### src/sv/aecp_pkg.sv
package aecp_pkg;

    typedef enum logic [2:0] {
        PH_GROUND,
        PH_ESC,
        PH_CSI,
        PH_INT,
        PH_SKIP
    } phase_t;

    typedef enum logic {
        ST_RUN,
        ST_SWEEP
    } ctrl_state_t;

    typedef enum logic [4:0] {
        OP_NONE,
        OP_GLYPH,
        OP_CR,
        OP_LF,
        OP_SAVE,
        OP_RESTORE,
        OP_UP1,
        OP_DOWN1,
        OP_RIGHT1,
        OP_HOME,
        OP_CLEAR_PARAMS,
        OP_SKIP_PARAM,
        OP_DIGIT_FIRST,
        OP_DIGIT_NEXT,
        OP_STORE,
        OP_DISPATCH,
        OP_SWEEP_BEGIN,
        OP_ATTR
    } op_t;

    localparam logic [2:0] EV_NONE     = 3'd0;
    localparam logic [2:0] EV_GLYPH    = 3'd1;
    localparam logic [2:0] EV_EOF      = 3'd2;
    localparam logic [2:0] EV_BADINTRO = 3'd3;
    localparam logic [2:0] EV_FATAL    = 3'd4;
    localparam logic [2:0] EV_CLEAR    = 3'd5;

    localparam logic [1:0] CFG_LINE_WIDTH = 2'd0;
    localparam logic [1:0] CFG_SOFT_CLEAR = 2'd1;
    localparam logic [1:0] CFG_HARD_CLEAR = 2'd2;

    localparam logic [7:0] CH_EOF    = 8'd26;
    localparam logic [7:0] CH_ESC    = 8'h1b;
    localparam logic [7:0] CH_LBRACK = 8'h5b;
    localparam logic [7:0] CH_SEMI   = 8'h3b;
    localparam logic [7:0] CH_ZERO   = 8'h30;
    localparam logic [7:0] CH_NINE   = 8'h39;
    localparam logic [7:0] CH_CR     = 8'h0d;
    localparam logic [7:0] CH_LF     = 8'h0a;
    localparam logic [7:0] CH_QUERY  = 8'h3f;
    localparam logic [7:0] CH_UP     = 8'h41;
    localparam logic [7:0] CH_DOWN   = 8'h42;
    localparam logic [7:0] CH_RIGHT  = 8'h43;
    localparam logic [7:0] CH_LEFT   = 8'h44;
    localparam logic [7:0] CH_HOME   = 8'h48;
    localparam logic [7:0] CH_ERASE  = 8'h4a;
    localparam logic [7:0] CH_ERASEL = 8'h4b;
    localparam logic [7:0] CH_SAVE   = 8'h73;
    localparam logic [7:0] CH_REST   = 8'h75;
    localparam logic [7:0] CH_ATTR   = 8'h6d;
    localparam logic [7:0] CH_SETUP  = 8'h68;
    localparam logic [7:0] CH_RESET  = 8'h6c;

    localparam logic [7:0] LINE_WIDTH_RESET = 8'd80;
    localparam logic [2:0] FG_RESET         = 3'd7;
    localparam logic [7:0] WRAP_MODE        = 8'd7;
    localparam logic [7:0] SGR_RESET        = 8'd0;
    localparam logic [7:0] SGR_BOLD         = 8'd1;
    localparam logic [7:0] SGR_NO_BOLD      = 8'd21;
    localparam logic [7:0] SGR_FG_LO        = 8'd30;
    localparam logic [7:0] SGR_FG_HI        = 8'd37;
    localparam logic [7:0] SGR_BG_LO        = 8'd40;
    localparam logic [7:0] SGR_BG_HI        = 8'd47;

    typedef struct packed {
        op_t        op;
        logic       load_out;
        logic [2:0] event_code;
    } cmd_t;

    typedef struct packed {
        logic idx_full;
        logic idx_zero;
        logic p0_is7;
        logic attr_bad;
        logic attr_last;
        logic out_busy;
    } status_t;

    function automatic logic is_digit(input logic [7:0] c);
        return (c >= CH_ZERO) && (c <= CH_NINE);
    endfunction

    function automatic logic is_letter(input logic [7:0] c);
        return ((c >= 8'h41) && (c <= 8'h5a)) || ((c >= 8'h61) && (c <= 8'h7a));
    endfunction

endpackage

### src/sv/ansi_escape_cursor_parser_top.sv
// ANSI text parser: one byte per input transfer, exactly one result transfer per byte.
// The final letter of an ESC [ ... m sequence runs the attribute sweep over the
// stored parameters (at most PARAM_SLOTS), one entry per cycle, ending at the first
// unsupported attribute; its result is given when the sweep ends. A new byte is
// taken while the previous result waits, as long as the output register is not
// stalled and no sweep runs. Configuration writes are accepted in every cycle.
module ansi_escape_cursor_parser_top
#(
    parameter int PARAM_SLOTS = 16
)
(
    input  logic        clk,
    input  logic        rst_n,
    input  logic        in_valid,
    output logic        in_ready,
    input  logic [7:0]  text_byte,
    output logic        out_valid,
    input  logic        out_ready,
    output logic [2:0]  event_res,
    output logic [15:0] write_x,
    output logic [15:0] write_y,
    output logic [7:0]  glyph,
    output logic [2:0]  fore_colour,
    output logic [2:0]  back_colour,
    output logic        bold,
    output logic        soft_clear,
    output logic        hard_clear,
    input  logic        cfg_valid,
    output logic        cfg_ready,
    input  logic [1:0]  cfg_index,
    input  logic [7:0]  cfg_data
);

    aecp_pkg::cmd_t    cmd;
    aecp_pkg::status_t status;

    assign cfg_ready = 1'b1;

    aecp_ctrl u_ctrl
    (
        .clk       (clk),
        .rst_n     (rst_n),
        .in_valid  (in_valid),
        .in_ready  (in_ready),
        .text_byte (text_byte),
        .status    (status),
        .cmd       (cmd)
    );

    aecp_datapath #(.PARAM_SLOTS(PARAM_SLOTS)) u_datapath
    (
        .clk         (clk),
        .rst_n       (rst_n),
        .text_byte   (text_byte),
        .cmd         (cmd),
        .status      (status),
        .cfg_write   (cfg_valid && cfg_ready),
        .cfg_index   (cfg_index),
        .cfg_data    (cfg_data),
        .out_valid   (out_valid),
        .out_ready   (out_ready),
        .event_res   (event_res),
        .write_x     (write_x),
        .write_y     (write_y),
        .glyph       (glyph),
        .fore_colour (fore_colour),
        .back_colour (back_colour),
        .bold        (bold),
        .soft_clear  (soft_clear),
        .hard_clear  (hard_clear)
    );

endmodule

### src/sv/aecp_ctrl.sv
module aecp_ctrl
(
    input  logic                  clk,
    input  logic                  rst_n,
    input  logic                  in_valid,
    output logic                  in_ready,
    input  logic [7:0]            text_byte,
    input  aecp_pkg::status_t     status,
    output aecp_pkg::cmd_t        cmd
);

    aecp_pkg::phase_t      phase_reg, phase_next;
    aecp_pkg::ctrl_state_t state_reg, state_next;
    logic                  accept;

    assign in_ready = (state_reg == aecp_pkg::ST_RUN) && !status.out_busy;
    assign accept   = in_valid && in_ready;

    always_ff @(posedge clk or negedge rst_n)
    begin
        if (!rst_n)
        begin
            phase_reg <= aecp_pkg::PH_GROUND;
            state_reg <= aecp_pkg::ST_RUN;
        end
        else
        begin
            phase_reg <= phase_next;
            state_reg <= state_next;
        end
    end

    always_comb
    begin
        phase_next     = phase_reg;
        state_next     = state_reg;
        cmd.op         = aecp_pkg::OP_NONE;
        cmd.load_out   = 1'b0;
        cmd.event_code = aecp_pkg::EV_NONE;
        unique case (state_reg)
            aecp_pkg::ST_RUN:
            begin
                if (accept)
                begin
                    cmd.load_out = 1'b1;
                    unique case (phase_reg)
                        aecp_pkg::PH_ESC:
                        begin
                            if (text_byte == aecp_pkg::CH_LBRACK)
                            begin
                                cmd.op     = aecp_pkg::OP_CLEAR_PARAMS;
                                phase_next = aecp_pkg::PH_CSI;
                            end
                            else
                            begin
                                cmd.event_code = aecp_pkg::EV_BADINTRO;
                                phase_next     = aecp_pkg::PH_GROUND;
                            end
                        end
                        aecp_pkg::PH_CSI:
                        begin
                            phase_next = aecp_pkg::PH_GROUND;
                            if (text_byte == aecp_pkg::CH_SEMI)
                            begin
                                if (status.idx_full)
                                    cmd.event_code = aecp_pkg::EV_FATAL;
                                else
                                begin
                                    cmd.op     = aecp_pkg::OP_SKIP_PARAM;
                                    phase_next = aecp_pkg::PH_CSI;
                                end
                            end
                            else if (text_byte == aecp_pkg::CH_SAVE)
                                cmd.op = aecp_pkg::OP_SAVE;
                            else if (text_byte == aecp_pkg::CH_REST)
                                cmd.op = aecp_pkg::OP_RESTORE;
                            else if (text_byte == aecp_pkg::CH_QUERY)
                                phase_next = aecp_pkg::PH_SKIP;
                            else if (text_byte == aecp_pkg::CH_UP)
                                cmd.op = aecp_pkg::OP_UP1;
                            else if (text_byte == aecp_pkg::CH_DOWN)
                                cmd.op = aecp_pkg::OP_DOWN1;
                            else if (text_byte == aecp_pkg::CH_RIGHT)
                                cmd.op = aecp_pkg::OP_RIGHT1;
                            else if (text_byte == aecp_pkg::CH_HOME)
                                cmd.op = aecp_pkg::OP_HOME;
                            else if (text_byte == aecp_pkg::CH_ERASE
                                     || text_byte == aecp_pkg::CH_ERASEL)
                            begin
                                if (!status.idx_zero)
                                    cmd.event_code = aecp_pkg::EV_FATAL;
                            end
                            else if (aecp_pkg::is_digit(text_byte))
                            begin
                                cmd.op     = aecp_pkg::OP_DIGIT_FIRST;
                                phase_next = aecp_pkg::PH_INT;
                            end
                            else
                                cmd.event_code = aecp_pkg::EV_FATAL;
                        end
                        aecp_pkg::PH_INT:
                        begin
                            if (aecp_pkg::is_letter(text_byte))
                            begin
                                phase_next = aecp_pkg::PH_GROUND;
                                if (status.idx_full)
                                    cmd.event_code = aecp_pkg::EV_FATAL;
                                else if (text_byte == aecp_pkg::CH_ATTR)
                                begin
                                    cmd.op       = aecp_pkg::OP_SWEEP_BEGIN;
                                    cmd.load_out = 1'b0;
                                    state_next   = aecp_pkg::ST_SWEEP;
                                end
                                else
                                begin
                                    cmd.op = aecp_pkg::OP_DISPATCH;
                                    if (text_byte == aecp_pkg::CH_UP
                                        || text_byte == aecp_pkg::CH_DOWN
                                        || text_byte == aecp_pkg::CH_RIGHT
                                        || text_byte == aecp_pkg::CH_LEFT
                                        || text_byte == aecp_pkg::CH_HOME)
                                        cmd.event_code = aecp_pkg::EV_NONE;
                                    else if (text_byte == aecp_pkg::CH_ERASE)
                                        cmd.event_code = aecp_pkg::EV_CLEAR;
                                    else if (text_byte == aecp_pkg::CH_SETUP
                                             && status.p0_is7)
                                        cmd.event_code = aecp_pkg::EV_NONE;
                                    else
                                        cmd.event_code = aecp_pkg::EV_FATAL;
                                end
                            end
                            else if (text_byte == aecp_pkg::CH_SEMI)
                            begin
                                if (status.idx_full)
                                begin
                                    cmd.event_code = aecp_pkg::EV_FATAL;
                                    phase_next     = aecp_pkg::PH_GROUND;
                                end
                                else
                                begin
                                    cmd.op     = aecp_pkg::OP_STORE;
                                    phase_next = aecp_pkg::PH_CSI;
                                end
                            end
                            else if (aecp_pkg::is_digit(text_byte))
                                cmd.op = aecp_pkg::OP_DIGIT_NEXT;
                            else
                            begin
                                cmd.event_code = aecp_pkg::EV_FATAL;
                                phase_next     = aecp_pkg::PH_GROUND;
                            end
                        end
                        aecp_pkg::PH_SKIP:
                        begin
                            if (text_byte == aecp_pkg::CH_RESET)
                                phase_next = aecp_pkg::PH_GROUND;
                        end
                        default:
                        begin
                            phase_next = aecp_pkg::PH_GROUND;
                            if (text_byte == aecp_pkg::CH_EOF)
                                cmd.event_code = aecp_pkg::EV_EOF;
                            else if (text_byte == aecp_pkg::CH_ESC)
                                phase_next = aecp_pkg::PH_ESC;
                            else if (text_byte == aecp_pkg::CH_CR)
                                cmd.op = aecp_pkg::OP_CR;
                            else if (text_byte == aecp_pkg::CH_LF)
                                cmd.op = aecp_pkg::OP_LF;
                            else
                            begin
                                cmd.op         = aecp_pkg::OP_GLYPH;
                                cmd.event_code = aecp_pkg::EV_GLYPH;
                            end
                        end
                    endcase
                end
            end
            aecp_pkg::ST_SWEEP:
            begin
                cmd.op = aecp_pkg::OP_ATTR;
                if (status.attr_bad)
                begin
                    cmd.load_out   = 1'b1;
                    cmd.event_code = aecp_pkg::EV_FATAL;
                    state_next     = aecp_pkg::ST_RUN;
                end
                else if (status.attr_last)
                begin
                    cmd.load_out = 1'b1;
                    state_next   = aecp_pkg::ST_RUN;
                end
            end
            default:
            begin
                state_next = aecp_pkg::ST_RUN;
            end
        endcase
    end

    a_sweep_blocks_input: assert property (@(posedge clk) disable iff (!rst_n)
        state_reg == aecp_pkg::ST_SWEEP |-> !in_ready)
        else $error("input taken during attribute sweep");

    a_bad_attr_ends_sweep: assert property (@(posedge clk) disable iff (!rst_n)
        (state_reg == aecp_pkg::ST_SWEEP && status.attr_bad) |=> state_reg == aecp_pkg::ST_RUN)
        else $error("sweep not ended by bad attribute");

    a_bad_intro_to_ground: assert property (@(posedge clk) disable iff (!rst_n)
        (accept && phase_reg == aecp_pkg::PH_ESC && text_byte != aecp_pkg::CH_LBRACK)
        |=> phase_reg == aecp_pkg::PH_GROUND)
        else $error("bad introducer did not return to ground");

endmodule

### src/sv/aecp_datapath.sv
module aecp_datapath
#(
    parameter int PARAM_SLOTS = 16
)
(
    input  logic                  clk,
    input  logic                  rst_n,
    input  logic [7:0]            text_byte,
    input  aecp_pkg::cmd_t        cmd,
    output aecp_pkg::status_t     status,
    input  logic                  cfg_write,
    input  logic [1:0]            cfg_index,
    input  logic [7:0]            cfg_data,
    output logic                  out_valid,
    input  logic                  out_ready,
    output logic [2:0]            event_res,
    output logic [15:0]           write_x,
    output logic [15:0]           write_y,
    output logic [7:0]            glyph,
    output logic [2:0]            fore_colour,
    output logic [2:0]            back_colour,
    output logic                  bold,
    output logic                  soft_clear,
    output logic                  hard_clear
);

    localparam int IDXW = $clog2(PARAM_SLOTS);
    localparam int CNTW = $clog2(PARAM_SLOTS + 1);
    localparam logic [CNTW-1:0] SLOTS_C = CNTW'(PARAM_SLOTS);

    logic [7:0]      lw_reg, sce_dummy;
    logic            sce_reg, hce_reg;
    logic [7:0]      store_reg [PARAM_SLOTS];
    logic [7:0]      store_next [PARAM_SLOTS];
    logic [CNTW-1:0] idx_reg, idx_next;
    logic [IDXW-1:0] sweep_reg, sweep_next;
    logic [7:0]      accum_reg, accum_next;
    logic [15:0]     col_reg, col_next, row_reg, row_next;
    logic [15:0]     scol_reg, scol_next, srow_reg, srow_next;
    logic [2:0]      fg_reg, fg_next, bg_reg, bg_next;
    logic            bold_reg, bold_next, wrap_reg, wrap_next;
    logic            out_valid_reg;

    logic [7:0]      digit;
    logic [7:0]      p0, p1, attr;
    logic [15:0]     p0_cnt, glyph_col, glyph_row;
    logic            do_store;

    assign sce_dummy = 8'd0;
    assign digit     = text_byte - aecp_pkg::CH_ZERO;
    assign p0        = (idx_reg == CNTW'(0)) ? accum_reg : store_reg[0];
    assign p1        = (idx_reg == CNTW'(1)) ? accum_reg : store_reg[1];
    assign p0_cnt    = (p0 == 8'd0) ? 16'd1 : {8'd0, p0};
    assign attr      = store_reg[sweep_reg];

    assign status.idx_full  = (idx_reg == SLOTS_C);
    assign status.idx_zero  = (idx_reg == CNTW'(0));
    assign status.p0_is7    = (p0 == aecp_pkg::WRAP_MODE);
    assign status.attr_bad  = !((attr >= aecp_pkg::SGR_FG_LO && attr <= aecp_pkg::SGR_FG_HI)
                              || (attr >= aecp_pkg::SGR_BG_LO && attr <= aecp_pkg::SGR_BG_HI)
                              || attr == aecp_pkg::SGR_RESET || attr == aecp_pkg::SGR_BOLD
                              || attr == aecp_pkg::SGR_NO_BOLD);
    assign status.attr_last = (CNTW'(sweep_reg) + CNTW'(1) == idx_reg);
    assign status.out_busy  = out_valid_reg && !out_ready;

    assign do_store = (cmd.op == aecp_pkg::OP_STORE) || (cmd.op == aecp_pkg::OP_DISPATCH)
                    || (cmd.op == aecp_pkg::OP_SWEEP_BEGIN);

    always_comb
    begin
        if (lw_reg != sce_dummy && wrap_reg && col_reg >= {8'd0, lw_reg})
        begin
            glyph_col = col_reg - {8'd0, lw_reg};
            glyph_row = row_reg + 16'd1;
        end
        else if (lw_reg == sce_dummy && wrap_reg)
        begin
            glyph_col = col_reg;
            glyph_row = row_reg + 16'd1;
        end
        else
        begin
            glyph_col = col_reg;
            glyph_row = row_reg;
        end
    end

    always_comb
    begin
        store_next = store_reg;
        idx_next   = idx_reg;
        sweep_next = sweep_reg;
        accum_next = accum_reg;
        col_next   = col_reg;
        row_next   = row_reg;
        scol_next  = scol_reg;
        srow_next  = srow_reg;
        fg_next    = fg_reg;
        bg_next    = bg_reg;
        bold_next  = bold_reg;
        wrap_next  = wrap_reg;
        if (do_store)
        begin
            store_next[idx_reg[IDXW-1:0]] = accum_reg;
            idx_next = idx_reg + CNTW'(1);
        end
        case (cmd.op)
            aecp_pkg::OP_GLYPH:
            begin
                col_next = glyph_col + 16'd1;
                row_next = glyph_row;
            end
            aecp_pkg::OP_CR:
                col_next = 16'd0;
            aecp_pkg::OP_LF:
            begin
                col_next = 16'd0;
                row_next = row_reg + 16'd1;
            end
            aecp_pkg::OP_SAVE:
            begin
                scol_next = col_reg;
                srow_next = row_reg;
            end
            aecp_pkg::OP_RESTORE:
            begin
                col_next = scol_reg;
                row_next = srow_reg;
            end
            aecp_pkg::OP_UP1:
                row_next = row_reg - 16'd1;
            aecp_pkg::OP_DOWN1:
                row_next = row_reg + 16'd1;
            aecp_pkg::OP_RIGHT1:
                col_next = col_reg + 16'd1;
            aecp_pkg::OP_HOME:
            begin
                col_next = 16'd0;
                row_next = 16'd0;
            end
            aecp_pkg::OP_CLEAR_PARAMS:
            begin
                for (int i = 0; i < PARAM_SLOTS; i++)
                    store_next[i] = 8'd0;
                idx_next   = '0;
                accum_next = 8'd0;
            end
            aecp_pkg::OP_SKIP_PARAM:
                idx_next = idx_reg + CNTW'(1);
            aecp_pkg::OP_DIGIT_FIRST:
                accum_next = digit;
            aecp_pkg::OP_DIGIT_NEXT:
                accum_next = 8'(accum_reg * 8'd10) + digit;
            aecp_pkg::OP_STORE:
                accum_next = 8'd0;
            aecp_pkg::OP_DISPATCH:
            begin
                case (text_byte)
                    aecp_pkg::CH_UP:    row_next = row_reg - p0_cnt;
                    aecp_pkg::CH_DOWN:  row_next = row_reg + p0_cnt;
                    aecp_pkg::CH_RIGHT: col_next = col_reg + p0_cnt;
                    aecp_pkg::CH_LEFT:  col_next = col_reg - p0_cnt;
                    aecp_pkg::CH_HOME:
                    begin
                        row_next = (p0 == 8'd0) ? 16'd0 : {8'd0, p0 - 8'd1};
                        col_next = (p1 == 8'd0) ? 16'd0 : {8'd0, p1 - 8'd1};
                    end
                    aecp_pkg::CH_SETUP:
                    begin
                        if (p0 == aecp_pkg::WRAP_MODE)
                            wrap_next = 1'b1;
                    end
                    default: ;
                endcase
            end
            aecp_pkg::OP_SWEEP_BEGIN:
                sweep_next = '0;
            aecp_pkg::OP_ATTR:
            begin
                sweep_next = sweep_reg + IDXW'(1);
                if (attr >= aecp_pkg::SGR_FG_LO && attr <= aecp_pkg::SGR_FG_HI)
                    fg_next = 3'(attr - aecp_pkg::SGR_FG_LO);
                else if (attr >= aecp_pkg::SGR_BG_LO && attr <= aecp_pkg::SGR_BG_HI)
                    bg_next = 3'(attr - aecp_pkg::SGR_BG_LO);
                else if (attr == aecp_pkg::SGR_RESET)
                begin
                    fg_next   = aecp_pkg::FG_RESET;
                    bg_next   = 3'd0;
                    bold_next = 1'b0;
                end
                else if (attr == aecp_pkg::SGR_BOLD)
                    bold_next = 1'b1;
                else if (attr == aecp_pkg::SGR_NO_BOLD)
                    bold_next = 1'b0;
            end
            default: ;
        endcase
    end

    always_ff @(posedge clk or negedge rst_n)
    begin
        if (!rst_n)
        begin
            lw_reg    <= aecp_pkg::LINE_WIDTH_RESET;
            sce_reg   <= 1'b0;
            hce_reg   <= 1'b0;
            for (int i = 0; i < PARAM_SLOTS; i++)
                store_reg[i] <= 8'd0;
            idx_reg   <= '0;
            sweep_reg <= '0;
            accum_reg <= 8'd0;
            col_reg   <= 16'd0;
            row_reg   <= 16'd0;
            scol_reg  <= 16'd0;
            srow_reg  <= 16'd0;
            fg_reg    <= aecp_pkg::FG_RESET;
            bg_reg    <= 3'd0;
            bold_reg  <= 1'b0;
            wrap_reg  <= 1'b0;
            out_valid_reg <= 1'b0;
        end
        else
        begin
            if (cfg_write)
            begin
                case (cfg_index)
                    aecp_pkg::CFG_LINE_WIDTH: lw_reg  <= cfg_data;
                    aecp_pkg::CFG_SOFT_CLEAR: sce_reg <= cfg_data[0];
                    aecp_pkg::CFG_HARD_CLEAR: hce_reg <= cfg_data[0];
                    default: ;
                endcase
            end
            store_reg <= store_next;
            idx_reg   <= idx_next;
            sweep_reg <= sweep_next;
            accum_reg <= accum_next;
            col_reg   <= col_next;
            row_reg   <= row_next;
            scol_reg  <= scol_next;
            srow_reg  <= srow_next;
            fg_reg    <= fg_next;
            bg_reg    <= bg_next;
            bold_reg  <= bold_next;
            wrap_reg  <= wrap_next;
            if (cmd.load_out)
                out_valid_reg <= 1'b1;
            else if (out_ready)
                out_valid_reg <= 1'b0;
        end
    end

    always_ff @(posedge clk)
    begin
        if (cmd.load_out)
        begin
            event_res   <= cmd.event_code;
            write_x     <= 16'd0;
            write_y     <= 16'd0;
            glyph       <= 8'd0;
            fore_colour <= 3'd0;
            back_colour <= 3'd0;
            bold        <= 1'b0;
            soft_clear  <= 1'b0;
            hard_clear  <= 1'b0;
            if (cmd.event_code == aecp_pkg::EV_GLYPH)
            begin
                write_x     <= glyph_col;
                write_y     <= glyph_row;
                glyph       <= text_byte;
                fore_colour <= fg_reg;
                back_colour <= bg_reg;
                bold        <= bold_reg;
            end
            else if (cmd.event_code == aecp_pkg::EV_CLEAR)
            begin
                soft_clear <= sce_reg;
                hard_clear <= hce_reg;
            end
        end
    end

    assign out_valid = out_valid_reg;

endmodule
### config.mk
export PLATFORM = sky130hd
export DESIGN_NAME = ansi_escape_cursor_parser_top
export DESIGN_NICKNAME = d
export VERILOG_FILES = /design/src/sv/aecp_pkg.sv /design/src/sv/ansi_escape_cursor_parser_top.sv /design/src/sv/aecp_ctrl.sv /design/src/sv/aecp_datapath.sv
export SDC_FILE = /design/constraint.sdc
export NUM_CORES = 1
export LEC_CHECK = 0
export ABC_CLOCK_PERIOD_IN_PS = 21800
export BUFFER_PORTS_ARGS = -buffer_cell sky130_fd_sc_hd__buf_2
export CAP_MARGIN = 25
export CORE_MARGIN = 5
export CORE_UTILIZATION = 50
export DETAILED_ROUTE_END_ITERATION = 12
export PLACE_DENSITY = 0.67
export SLEW_MARGIN = 25
export SYNTH_ARGS = -nofsm -noshare
export SYNTH_HDL_FRONTEND = slang
export SYNTH_SLANG_ARGS = --single-unit
### constraint.sdc
create_clock -name clk -period 21.8 [get_ports clk]
set_clock_uncertainty 0.2 [all_clocks]
set_input_delay 4.36 -clock clk [delete_from_list [all_inputs] [get_ports clk]]
set_output_delay 4.36 -clock clk [all_outputs]
set_load 0.005 [all_outputs]
**Word level (Yosys, flattened, before mapping)**

Cells that the tools add are included.

- Register bits after elaboration: 284
- Input port bits: 23
- Logic and storage cells: 311

- Add/sub/neg operators: 18
- $mul: 1
- Order comparisons: 14
- Eq/ne operators: 55
- Muxes and demuxes: 117
- Bitwise gates (word level): 6
- Reductions and logical operators: 58

Operators by type and width:

| operator | count |
|---|---|
| $mux W128 | 2 |
| $bwmux W128 | 1 |
| $mux W3 | 42 |
| $eq A8 B7 Y1 const B | 13 |
| $pmux W16 S3 | 2 |
| $pmux W16 S6 | 1 |
| $mux W5 | 16 |
| $pmux W16 S5 | 1 |
| $mux W8 | 8 |
| $add A16 B1 Y16 const B | 3 |
| $mux W16 | 3 |
| $eq A5 B4 Y1 const B | 8 |
| $add A16 B16 Y16 | 2 |
| $bmux W8 S4 | 1 |
| $demux W8 S4 | 1 |
| $logic_not A8 Y1 | 4 |
| $sub A16 B16 Y16 | 2 |
| $eq A8 B5 Y1 const B | 3 |
| $le A8 B6 Y1 const B | 3 |
| $pmux W3 S4 | 2 |
| $pmux W8 S3 | 1 |
| $eq A5 B3 Y1 const B | 4 |
| $mux W4 | 5 |
| $pmux W5 S4 | 1 |
| other kinds (59) | 140 |

**Logic depth before layout (Yosys ltp)**

- Depth after elaboration: 20
- Gate-level depth with buffers: 27

**Modules after synthesis**

Synthesis repeated with hierarchy kept, for this count alone.

- Cell total of the unflattened synthesis: 2016
- Area, all modules: 18609.1 sq um

Modules (own cells, without submodules):

| module | instances | cells an instance | area an instance (sq um) |
|---|---|---|---|
| aecp_datapath | 1 | 1871 | 17623.2 |
| aecp_ctrl | 1 | 143 | 974.7 |
| ansi_escape_cursor_parser_top | 1 | 2 | 11.3 |

**Least setup slack after synthesis**

Ideal clock, no wire load.

- Path kind: input port to output port
- From: in out_ready
- To: out in_ready
- Arrival: 4599 ps
- Required time: 17240 ps
- Slack: 12641 ps
- Cell stages on the path: 2
- Path buffers: 0
- Path through: inv_1 > a21oi_1

- Longest elaborated chain between the ends: 4

RTL lines:

| element | line | text |
|---|---|---|
| start, declared | ansi_escape_cursor_parser_top.sv:18 | `input logic out_ready,` |
| $logic_not A1 Y1 | aecp_datapath.sv:64 | `assign status.out_busy = out_valid_reg && !out_ready;` |
| $logic_and A1 B1 Y1 | aecp_datapath.sv:64 |  |
| $logic_not A1 Y1 | aecp_ctrl.sv:16 | `assign in_ready = (state_reg == aecp_pkg::ST_RUN) && !status.out_busy;` |
| $logic_and A1 B1 Y1 | aecp_ctrl.sv:16 |  |
| end, declared | ansi_escape_cursor_parser_top.sv:15 | `output logic in_ready,` |

Every way passes these cells.

**Final worst setup path**

Ends and elaborated chain as after synthesis.

==> flow_summary.yaml <==
logic_synthesis:
  postSynth.asyncResetShare: 0.8169
  ys.flop_type: "dfrtp_1"
  yosys.area.top_type: "dfrtp_1"
  synth_top_area_frac: 0.3083
  syn-instance-count: 2074
  yosys_register_bits: 284
  netlist_area_mm2: 0.01842
  yosysWarnings: 0
  syn-num-nets: 2173
  synth-seq-area-share: 0.4002
  synth.distinct_cells: 89
  syn_area_per_cell_um2: 8.883
  synth_most_common_cell: "nand2_1"
  ys_top_cells_by_area: "dfrtp_1, edfxtp_1, nand2_1"
  synth_commonest_cells: "nand2_1, dfrtp_1, nor2_1"
  synth_edf_count: 52
setup_path:
  critPathArrivalTime_ps: 4840
  rr_worst_depth: 22
  required_ps: 17240
  worstSetupPathType: "primary input to output pin"
  r2r-start: "u_datapath.idx_reg[0]"
  r2r_setup_slack_ps: 14150
  crit_path_start_kind: "primary input"
  crit_fanout: 3
  cp-end-kind: "output pin"
  r2r_end: "u_datapath.row_reg[15]"
global_routing:
  grt_pass1_wl_um: 86560
  gr-total-overflow: 0
  met2_usage: 0.4232
  grt-busiest-layer: "met2"
  met3_usage: 0.03225
  gr-usage-met1: 0.3588
  grt_pass1_vias: 15635
  grt_max_degree: 122
  antenna_found_initial: 0
  grt_usage: 0.2577
place:
  dpl.hpwl_um: 38040
  place_inst: 2513
  dp_slack_ps: 12130
  place_congestion: 0.9321
  port_buffers: 76
floorplanning:
  rows: 70
  coreArea_mm2: 0.03652
  initial_core_util: 0.5044
  chipWidth_um: 202.0
  pin_count: 78
  die_h_um: 202.0
  dieArea_mm2: 0.04078
timing:
  fin_crit_sh: 0.4312
  hold_viol: 0
  tns_ps: 0
  fmax_ghz: 0.1064
  drv_slew: 0
  finalCriticalPeriod_ps: 9401
  tightest_slew_ps: 1075
  finalSetupViolCount: 0
  slew_headroom: 0.2804
  fin_ws_ps: 12400
  rsz0062_at_grt: "no"
  whs_ps: 276.7
route:
  wl_per_cell_um: 20.78
  via_per_inst: 6.251
  first_pass_iters: 6
  drc: 0
  num_vias: 16058
  ant_nets: 0
  drt-initial-drc-count: 1321
  drt_wl_total_um: 53380
status:
  status: "completed"
cells_and_area:
  num-nets-final: 2178
  area_growth_pct: 9.047
  layout-drive-gt1-share: 0.1109
  largest_reg_flops: 128
  fill_cells: 3291
  n_antenna_cell: 0
  final_cells: 2569
worst_hold_path:
  holdPathStages: 2
  worst_hold_startpoint: "u_datapath.store_reg[50]"
  min_to: "u_datapath.store_reg[50]"
  hold_class: "flop to flop"
clock_tree:
  clock_path_buffers: 3
  cts_resized: 0
  post_cts.repair.setup_buffers: 0
  clock_latency_ps: 590
  cts_sinks: 284
  root_buffer: "clkbuf_16"
  holdBufCountCts: 0
  path_clk_slew_ps: 60
  cts-buffers-inserted: 31
  h-tree-depth: 1
  tritoncts: "built"
pwr:
  peakVddDrop_uv: 63.52
  total_leakage_power_nw: 8.724
  p_per_area_mw_per_mm2: 73.61
run:
  drv_cap: 0
## how the worst max path moves through the flow
| stage | startpoint | endpoint | slack, ps |
|---|---|---|---|
| 2_1_floorplan | out_ready | in_ready | 12640 |
| 3_3_place_gp | text_byte[6] | u_datapath.row_reg[4] | 12270 |
| 3_5_place_dp | text_byte[4] | u_datapath.col_reg[12] | 12130 |
| 4_1_cts | out_ready | in_ready | 12410 |
| 5_1_grt | text_byte[6] | u_datapath.row_reg[4] | 12180 |
| 6_report | out_ready | in_ready | 12400 |
## final cells by class
class,instances,area (um^2),area share
clock buffer,40,839.6,0.04179
clock inverter,15,102.6,0.005107
inverter,70,262.8,0.01308
multi-input combinational,1597,10370,0.5163
sequential,284,7375,0.3671
tap,468,585.6,0.02915
timing repair buffer,95,553.0,0.02753
## through the flow
stage / instance area [um^2] / util / power [mW]
after floorplan: 18420 / - / 0.8901
after global placement: 19120 / 0.5235 / 0.9812
after detailed placement: 19120 / 0.5235 / 0.9878
after CTS: 20060 / 0.5493 / 1.484
after global routing: 20090 / 0.5501 / 1.557
final: 20090 / 0.5501 / 1.479
## where the power goes
part	switching [mW]	internal [mW]
clock network	0.222	0.272
registers	0.0487	0.570
logic	0.214	0.153
total	0.484	0.995
## cells by family (layout without fill, tap and decap cells)
kind of cell,count (synthesis),after routing,share of synthesized area
buffers and inverters,193,220,0.04116
XOR/XNOR,118,118,0.05610
AND/OR/NAND/NOR,723,723,0.1815
AO/OA/AOI/OAI,575,575,0.1949
multiplexers,104,104,0.07226
other,1,1,0.0002036
adder cells (fa/ha/maj),76,76,0.05365
flip-flops,284,284,0.4002
## cell usage in the layout, fill, tap and decap left out, drive strengths merged, types with 15 or more instances in the layout
master and n:
nand2 276, o21ai 241, dfrtp 227, nor2 196
a21oi 98, buf 95, xnor2 72, ha 71
inv 70, edfxtp 52, nor3 51, xor2 46
mux2i 43, mux2 42, clkbuf 40, nand3 36
a31oi 23, a21o 21, or3 21, and3 20
a211oi 19, mux4 19, o21a 18, a22oi 16
nand2b 15, nor2b 15
## metal layers
| metal | vias to the layer above | share of wire |
|---|---|---|
| li1 | 7488 | - |
| met1 | 7883 | 0.44 |
| met2 | 562 | 0.47 |
| met3 | 125 | 0.060 |
| met4 | 0 | 0.031 |
| met5 | - | 0 |
## worst max-delay path, cell delays in order
cell     delay (ps)
buf_2            70
inv_1            40
a21oi_1         210
buf_2           160
No activity file was read; power rests on OpenSTA's default activity.
